--- config.mk ---
export PLATFORM = sky130hd
export DESIGN_NAME = moving_average_filter
export DESIGN_NICKNAME = d
export VERILOG_FILES = /design/src/rtl/maf_pkg.sv /design/src/rtl/moving_average_filter.sv /design/src/rtl/maf_ram.sv /design/src/rtl/maf_div.sv
export SDC_FILE = /design/constraint.sdc
export NUM_CORES = 2
export LEC_CHECK = 0
export BUFFER_PORTS_ARGS = -buffer_cell sky130_fd_sc_hd__buf_2
export CORE_ASPECT_RATIO = 0.7
export CORE_MARGIN = 2
export CORE_UTILIZATION = 55
export DETAILED_ROUTE_END_ITERATION = 7
export MAX_ROUTING_LAYER = met4
export PLACE_DENSITY = 0.81
export SLEW_MARGIN = 20
export SYNTH_ARGS = -nofsm -noshare
export SYNTH_HDL_FRONTEND = slang
export SYNTH_SLANG_ARGS = --single-unit
--- constraint.sdc ---
create_clock -name clk -period 4.9 [get_ports clk]
set_input_delay 0.49 -clock clk [delete_from_list [all_inputs] [get_ports clk]]
set_output_delay 0.49 -clock clk [all_outputs]
set_load 0.05 [all_outputs]
--- src/rtl/maf_pkg.sv ---
// Shared constants, types and a helper function of the moving average filter.
package maf_pkg;

    // Sizing
    localparam int MAX_WINDOW      = 64;
    localparam int SAMPLE_WIDTH    = 16;
    localparam int CFG_W           = 7;
    localparam int WINDOW_AT_RESET = 8;
    localparam int PTR_W           = $clog2(MAX_WINDOW);
    localparam int WIN_W           = $clog2(MAX_WINDOW + 1);
    localparam int SUM_W           = SAMPLE_WIDTH + PTR_W;
    localparam int CNT_W           = $clog2(SUM_W + 1);

    // Command from the control path to the serial divider
    typedef struct packed {
        logic start;
        logic negate;
    } div_cmd_t;

    // Window register write: zero becomes one, large values saturate
    function automatic logic [WIN_W-1:0] clamp_window(input logic [CFG_W-1:0] v);
        logic [WIN_W-1:0] r;
        if (v == '0)
            r = WIN_W'(1);
        else if (32'(v) > MAX_WINDOW)
            r = WIN_W'(MAX_WINDOW);
        else
            r = WIN_W'(v);
        return r;
    endfunction

endpackage

--- src/rtl/moving_average_filter.sv ---
// One sample at a time: a new sample request is taken only in the idle state, after the
//   previous average has gone to the output register (which waits while the receiver stalls);
//   the bit-serial divider works one quotient bit per cycle over the 22-bit running sum.
// Reset (rst_n, asynchronous, active low): window 8, ring, sum, pointer and fill
//   count cleared; ring entries read as zero through per-entry valid bits.
// A window write clears the filter state the same way.
module moving_average_filter (
    input  logic                              clk,
    input  logic                              rst_n,
    // Sample stream
    input  logic                              s_axis_tvalid,
    output logic                              s_axis_tready,
    input  logic [maf_pkg::SAMPLE_WIDTH-1:0]  s_axis_tdata,   // [15:0] sample
    // Average stream
    output logic                              m_axis_tvalid,
    input  logic                              m_axis_tready,
    output logic [maf_pkg::SAMPLE_WIDTH-1:0]  m_axis_tdata,   // [15:0] average
    // Window size register write
    input  logic                              cfg_valid,
    output logic                              cfg_ready,
    input  logic [maf_pkg::CFG_W-1:0]         cfg_data
);

    typedef enum logic [1:0] {
        ST_IDLE,
        ST_READ,
        ST_DIV
    } state_t;

    state_t                                   state_reg;
    logic signed [maf_pkg::SAMPLE_WIDTH-1:0]  sample_reg;
    logic [maf_pkg::PTR_W-1:0]                ptr_reg;
    logic [maf_pkg::PTR_W-1:0]                addr_reg;
    logic [maf_pkg::WIN_W-1:0]                fill_reg;
    logic [maf_pkg::WIN_W-1:0]                win_reg;
    logic signed [maf_pkg::SUM_W-1:0]         sum_reg;
    logic [maf_pkg::MAX_WINDOW-1:0]           valid_reg;
    logic                                     hit_reg;
    logic                                     out_valid_reg;
    logic [maf_pkg::SAMPLE_WIDTH-1:0]         out_data_reg;

    logic                                     in_req;
    logic                                     cfg_req;
    logic                                     out_free;
    logic [maf_pkg::PTR_W-1:0]                addr_sel;
    logic [maf_pkg::WIN_W-1:0]                addr_inc;
    logic [maf_pkg::PTR_W-1:0]                ptr_next;
    logic [maf_pkg::WIN_W-1:0]                fill_next;
    logic [maf_pkg::SAMPLE_WIDTH-1:0]         ram_rdata;
    logic signed [maf_pkg::SAMPLE_WIDTH-1:0]  old_smp;
    logic signed [maf_pkg::SUM_W-1:0]         sum_next;
    logic [maf_pkg::SUM_W-1:0]                sum_mag;
    logic                                     ram_we;
    maf_pkg::div_cmd_t                        div_cmd;
    logic                                     div_done;
    logic [maf_pkg::SAMPLE_WIDTH-1:0]         div_quot;

    // Handshakes
    assign cfg_ready     = (state_reg == ST_IDLE);
    assign s_axis_tready = (state_reg == ST_IDLE) && !cfg_valid;
    assign cfg_req       = cfg_valid && cfg_ready;
    assign in_req        = s_axis_tvalid && s_axis_tready;
    assign out_free      = !out_valid_reg || m_axis_tready;
    assign m_axis_tvalid = out_valid_reg;
    assign m_axis_tdata  = out_data_reg;

    // Ring slot for the incoming sample, wrapping at the window
    assign addr_sel = ({1'b0, ptr_reg} >= win_reg) ? '0 : ptr_reg;

    // Running sum update with the overwritten entry
    always_comb
    begin
        addr_inc  = {1'b0, addr_reg} + 1'b1;
        ptr_next  = (addr_inc < win_reg) ? addr_inc[maf_pkg::PTR_W-1:0] : '0;
        fill_next = (fill_reg < win_reg) ? fill_reg + 1'b1 : win_reg;
        old_smp   = hit_reg ? ram_rdata : '0;
        sum_next  = sum_reg + maf_pkg::SUM_W'(sample_reg) - maf_pkg::SUM_W'(old_smp);
        sum_mag   = sum_next[maf_pkg::SUM_W-1] ? maf_pkg::SUM_W'(-sum_next)
                                               : maf_pkg::SUM_W'(sum_next);
        ram_we         = (state_reg == ST_READ);
        div_cmd.start  = (state_reg == ST_READ);
        div_cmd.negate = sum_next[maf_pkg::SUM_W-1];
    end

    maf_ram #(
        .WIDTH(maf_pkg::SAMPLE_WIDTH),
        .DEPTH(maf_pkg::MAX_WINDOW)
    ) u_ring (
        .clk   (clk),
        .we    (ram_we),
        .waddr (addr_reg),
        .wdata (sample_reg),
        .raddr (addr_sel),
        .rdata (ram_rdata)
    );

    maf_div u_div (
        .clk      (clk),
        .rst_n    (rst_n),
        .cmd      (div_cmd),
        .dividend (sum_mag),
        .divisor  (fill_next),
        .done     (div_done),
        .quotient (div_quot)
    );

    // Control state machine and registered outputs
    always_ff @(posedge clk or negedge rst_n)
    begin
        if (!rst_n)
        begin
            state_reg     <= ST_IDLE;
            sample_reg    <= '0;
            ptr_reg       <= '0;
            addr_reg      <= '0;
            fill_reg      <= '0;
            win_reg       <= maf_pkg::WIN_W'(maf_pkg::WINDOW_AT_RESET);
            sum_reg       <= '0;
            valid_reg     <= '0;
            hit_reg       <= 1'b0;
            out_valid_reg <= 1'b0;
            out_data_reg  <= '0;
        end
        else
        begin
            // Result taken by the receiver, unless a new one replaces it
            if (out_valid_reg && m_axis_tready && !((state_reg == ST_DIV) && div_done))
            begin
                out_valid_reg <= 1'b0;
            end
            unique case (state_reg)
                ST_IDLE:
                begin
                    if (cfg_req)
                    begin
                        win_reg   <= maf_pkg::clamp_window(cfg_data);
                        ptr_reg   <= '0;
                        fill_reg  <= '0;
                        sum_reg   <= '0;
                        valid_reg <= '0;
                    end
                    else if (in_req)
                    begin
                        sample_reg <= s_axis_tdata;
                        addr_reg   <= addr_sel;
                        hit_reg    <= valid_reg[addr_sel];
                        state_reg  <= ST_READ;
                    end
                end
                ST_READ:
                begin
                    sum_reg             <= sum_next;
                    valid_reg[addr_reg] <= 1'b1;
                    ptr_reg             <= ptr_next;
                    fill_reg            <= fill_next;
                    state_reg           <= ST_DIV;
                end
                ST_DIV:
                begin
                    if (div_done && out_free)
                    begin
                        out_data_reg  <= div_quot;
                        out_valid_reg <= 1'b1;
                        state_reg     <= ST_IDLE;
                    end
                end
                default:
                begin
                    state_reg <= ST_IDLE;
                end
            endcase
        end
    end

endmodule

--- src/rtl/maf_ram.sv ---
// Generic single-write, single-read RAM with registered read data.
module maf_ram #(
    parameter int WIDTH = 16,
    parameter int DEPTH = 64
) (
    input  logic                     clk,
    input  logic                     we,
    input  logic [$clog2(DEPTH)-1:0] waddr,
    input  logic [WIDTH-1:0]         wdata,
    input  logic [$clog2(DEPTH)-1:0] raddr,
    output logic [WIDTH-1:0]         rdata
);

    logic [WIDTH-1:0] mem [DEPTH];

    // Write port and registered read port
    always_ff @(posedge clk)
    begin
        if (we)
        begin
            mem[waddr] <= wdata;
        end
        rdata <= mem[raddr];
    end

endmodule

--- src/rtl/maf_div.sv ---
// Bit-serial restoring divider: magnitude of the running sum by the sample count.
module maf_div (
    input  logic                                  clk,
    input  logic                                  rst_n,
    input  maf_pkg::div_cmd_t                     cmd,
    input  logic [maf_pkg::SUM_W-1:0]             dividend,
    input  logic [maf_pkg::WIN_W-1:0]             divisor,
    output logic                                  done,
    output logic [maf_pkg::SAMPLE_WIDTH-1:0]      quotient
);

    logic [maf_pkg::SUM_W-1:0]   quo_reg, quo_next;
    logic [maf_pkg::WIN_W-1:0]   rem_reg, rem_next;
    logic [maf_pkg::WIN_W-1:0]   div_reg;
    logic [maf_pkg::CNT_W-1:0]   cnt_reg;
    logic                        busy_reg;
    logic                        done_reg;
    logic                        neg_reg;
    logic [maf_pkg::WIN_W:0]     trial;
    logic [maf_pkg::WIN_W:0]     diff;
    logic                        fits;
    logic [maf_pkg::SAMPLE_WIDTH-1:0] q_low;

    // One quotient bit per cycle: shift the next dividend bit into the remainder
    always_comb
    begin
        trial    = {rem_reg, quo_reg[maf_pkg::SUM_W-1]};
        diff     = trial - {1'b0, div_reg};
        fits     = (trial >= {1'b0, div_reg});
        rem_next = fits ? diff[maf_pkg::WIN_W-1:0] : trial[maf_pkg::WIN_W-1:0];
        quo_next = {quo_reg[maf_pkg::SUM_W-2:0], fits};
    end

    always_ff @(posedge clk or negedge rst_n)
    begin
        if (!rst_n)
        begin
            quo_reg  <= '0;
            rem_reg  <= '0;
            div_reg  <= '0;
            cnt_reg  <= '0;
            busy_reg <= 1'b0;
            done_reg <= 1'b0;
            neg_reg  <= 1'b0;
        end
        else if (cmd.start)
        begin
            quo_reg  <= dividend;
            rem_reg  <= '0;
            div_reg  <= divisor;
            cnt_reg  <= maf_pkg::CNT_W'(maf_pkg::SUM_W);
            busy_reg <= 1'b1;
            done_reg <= 1'b0;
            neg_reg  <= cmd.negate;
        end
        else if (busy_reg)
        begin
            quo_reg <= quo_next;
            rem_reg <= rem_next;
            cnt_reg <= cnt_reg - 1'b1;
            if (cnt_reg == maf_pkg::CNT_W'(1))
            begin
                busy_reg <= 1'b0;
                done_reg <= 1'b1;
            end
        end
    end

    // Result lies in the sample range; restore the sign (truncation toward zero)
    assign q_low    = quo_reg[maf_pkg::SAMPLE_WIDTH-1:0];
    assign quotient = neg_reg ? (~q_low + 1'b1) : q_low;
    assign done     = done_reg;

endmodule

==> summary by stage <==
Run status
The flow ran to the end, and the final reports show no timing, DRC or antenna violations.

Clock network
The later pin in the worst-skew pair is clocked with a latency of approximately 0.72 ns. The CTS tree is yes. The CTS clock-pin slew for the worst setup and hold paths is roughly 0.07 ns. The root buffer cell chosen for the clock tree is sky130_fd_sc_hd__clkbuf_16. In this run the post-CTS setup repair buffer count came out at 0. The maximum clock insertion buffer count is 3.

The total of hold buffers inserted after clock tree synthesis is 7. The number of H-tree levels is 3. Once the clock tree was built, the resizer swapped 0 gates to a different size. CTS saw between 1000 and 1500 sinks.

The number of buffers created by CTS is between 100 and 150.

Floorplanning
The x dimension of the die is 372 um. The initial core utilization is 55.5%. The y dimension of the die is 261 um.

During I/O placement, the number of pins put on the boundary was 47. The count of standard-cell rows is 94. The area of the core is roughly 94000 sq um. The die covers 97200 sq um.

Worst setup path
The critical path data arrival time is a little over 5 ns. STA classifies the critical path startpoint as a flop. In this run the register-to-register setup slack is 0.35 ns.

The largest fanout of any net on the critical path is 17. STA classifies the critical path endpoint as a flop. STA puts the critical path data required time at about 5.4 ns. Counting cells, the worst reg-to-reg path comes to 13. The worst register-to-register path ends at u_div.quo_reg[20].

The startpoint identified for the worst register-to-register timing path is hit_reg. The worst setup path is of the flop to flop kind.

Drt
The number of vias per cell is roughly 6.5. The number of optimization iterations in the first detailed-route pass is 7. The total DRC errors in the routed layout is 0.

In this run the remaining antenna-violating nets after routing total 0. Summing over every cut layer, the via total after detailed routing is approximately 34000. The average wire per standard cell is around 26 um. After detailed routing, the total wire length is about 140 mm. The number of design-rule violations left by the first detailed-router iteration is slightly below 6000.

GRT
The initial antenna violation count is 2. The overall overflow remaining after global route is 0. The maximum number of pins on one net before global-route repair is around 120. Across every metal layer, demand over resource in global routing totals 29.0%. The first global-routing pass estimated approximately 200 mm of wire. The via count of the first global-routing pass is 32200.

STA
At the pin with the least slew margin, the transition time is 1.16 ns. The number of hold violations in the final report is 0. After layout, the worst path uses slightly above 90% of the clock period. The count of final max-slew check failures is 0. The final worst slack is 0.354 ns. The total of endpoints with negative setup slack in the final report is 0.

The final critical path time including I/O delays and setup is ~4.5 ns. The final-layout setup total negative slack is 0 ns. The post-route worst hold slack is 0.0294 ns. Setup repair after global routing left no endpoint under its margin. The achievable frequency is 0.220 GHz. The headroom to the max-slew limit is between 20 and 25%. For the final database, setup skew stands at ~0.05 ns.

Synth
The largest area contributor in the netlist is sky130_fd_sc_hd__edfxtp_1. The fraction of the yosys area taken by sequential cells is ~69%. The post-synthesis net count is ~3900.

After synthesis, the cell types taking the most area are sky130_fd_sc_hd__edfxtp_1 59%, sky130_fd_sc_hd__dfrtp_1 9.2%, sky130_fd_sc_hd__mux2_2 3.7%. Among all flip-flop cells after synthesis, the most frequent one is sky130_fd_sc_hd__edfxtp_1. The area share of the largest cell type after synthesis is between 50 and 60%. Synthesis inferred around 1200 register bits. The mean area per synthesized cell is around 14 sq um. The cell area after technology mapping is ~52000 sq um. The most common cell in the netlist is sky130_fd_sc_hd__edfxtp_1. The number of flops mapped to enable cells by yosys is slightly above 1000. For this run, the number of Yosys warnings is 0. By count the netlist is led by 1024 x sky130_fd_sc_hd__edfxtp_1, 374 x sky130_fd_sc_hd__nand2_1, 191 x sky130_fd_sc_hd__dfrtp_1, 189 x sky130_fd_sc_hd__o22ai_1, 178 x sky130_fd_sc_hd__nor2_1. Counting every instance in the synthesized netlist gives 3770. The async set-reset flop share out of synthesis is between 15 and 20%. The netlist uses 76 different library cells.

Final layout
The post-route cell area is 57900 sq um. From synthesis to final layout, the design area changed by 11.2%. Of the cells placed in the final design, the portion with a size suffix greater than 1 is between 10% and 20%. The number of flip-flops under the largest register name is 1024. The utilization after layout is approximately three fifths. The layout net count is ~4000.

Worst hold path
The count of cells along the worst hold path is 3. The end point of the most critical hold path is sample_reg[11]. The startpoint of the tightest hold check path is s_axis_tdata[11]. In this run the worst hold path is classified as primary input to flop.

Placed design
The congestion estimate from routability-driven global placement came to between 0.9 and 1. Summed over all nets, the half-perimeter wirelength after detailed placement is between 80 and 90 mm. Summing all placed instances gives a cell area of roughly 54000 sq um. The count of input and output buffers is 46. Before CTS, the worst setup slack after placement is roughly 0.51 ns.

Pwr
For this design the ratio of total power to cell area is ~620 nW/um^2. The static leakage power is between 20 and 25 nW. Across the VDD grid, the largest voltage drop is around 730 uV.

Run
Across the run, the number of max-cap violations was 0.
[layout by cell type (no fill, tap or decap), types with 110 or more instances in the layout]
cell type	netlist	routed
sky130_fd_sc_hd__nor2_1	178	175
sky130_fd_sc_hd__o22ai_1	189	189
sky130_fd_sc_hd__dfrtp_1	191	172
sky130_fd_sc_hd__inv_1	170	170
sky130_fd_sc_hd__nand3_1	110	110
sky130_fd_sc_hd__edfxtp_1	1024	1024
sky130_fd_sc_hd__nand2_1	374	370
sky130_fd_sc_hd__a31oi_1	118	118
sky130_fd_sc_hd__mux2_2	173	173
sky130_fd_sc_hd__buf_4	1	146
sky130_fd_sc_hd__o21ai_0	125	125
[power by group]
group,internal (W),total [W],switching (W)
Sequential,0.0132,0.0136,0.000491
Combinational,0.00477,0.0141,0.00937
Clock,0.00455,0.00839,0.00385
[through the flow]
step | power, W | std cells
floorplan | 0.0234 | 3770
global placement | 0.0273 | 4992
detailed placement | 0.0276 | 4992
CTS | 0.0359 | 5197
global route | 0.0379 | 5198
finish | 0.0362 | 5198
[logic make-up (layout without fill, tap and decap cells)]
kind of cell | count (synthesis) | count (layout) | synth area share (%)
DFF | 1232 | 1232 | 68.9
and+or+nand+nor | 928 | 928 | 8.36
AOI/OAI and AO/OA | 816 | 816 | 10.3
buffers and inverters | 399 | 578 | 2.96
muxes | 256 | 256 | 6.25
adders and majority gates | 76 | 76 | 2.14
xor gates and xnor gates | 63 | 63 | 1.06
other | 0 | 1 | 0
[per-layer routing]
metal  global-route usage [%]  up-vias  routed length, um
met3                     7.29      293              18800
met1                     43.2    16700              55500
li1                         -    14500                  -
met2                     39.6     2248              58700
met4                     7.59        0               3450
met5                        -        -                  0
[critical path, stage by stage, from the launching register on]
cell	delay [ns]
sky130_fd_sc_hd__dfrtp_1	0.58
sky130_fd_sc_hd__and2_1	0.27
sky130_fd_sc_hd__fa_1	0.49
sky130_fd_sc_hd__inv_1	0.07
sky130_fd_sc_hd__fa_1	0.48
sky130_fd_sc_hd__a211o_1	0.35
sky130_fd_sc_hd__a21o_1	0.17
sky130_fd_sc_hd__a311oi_1	0.49
sky130_fd_sc_hd__a21boi_2	0.30
sky130_fd_sc_hd__nand4_1	0.24
sky130_fd_sc_hd__nor4b_4	0.48
sky130_fd_sc_hd__a41oi_2	0.18
sky130_fd_sc_hd__xnor2_1	0.19
sky130_fd_sc_hd__a21oi_1	0.08
[layout make-up]
cell class	instances	area [sq um]
Tap cell	1248	1560
Timing Repair Buffer	209	1610
Antenna cell	1	2.50
Inverter	171	642
Multi-Input combinational cell	2139	14800
Fill cell	6647	36000
Clock buffer	144	2870
Clock inverter	54	537
Sequential cell	1232	35900
[worst max-delay path by stage]
| stage | from | cells past startpoint | to |
|---|---|---|---|
| after floorplan | sample_reg[15] | 15 | u_div.quo_reg[19] |
| after global placement | hit_reg | 14 | u_div.quo_reg[20] |
| after CTS | hit_reg | 13 | u_div.quo_reg[20] |
| after global routing | hit_reg | 13 | u_div.quo_reg[13] |
| final | hit_reg | 13 | u_div.quo_reg[20] |
| after detailed placement | hit_reg | 14 | u_div.quo_reg[20] |
Power figures use the tool's default switching activity.
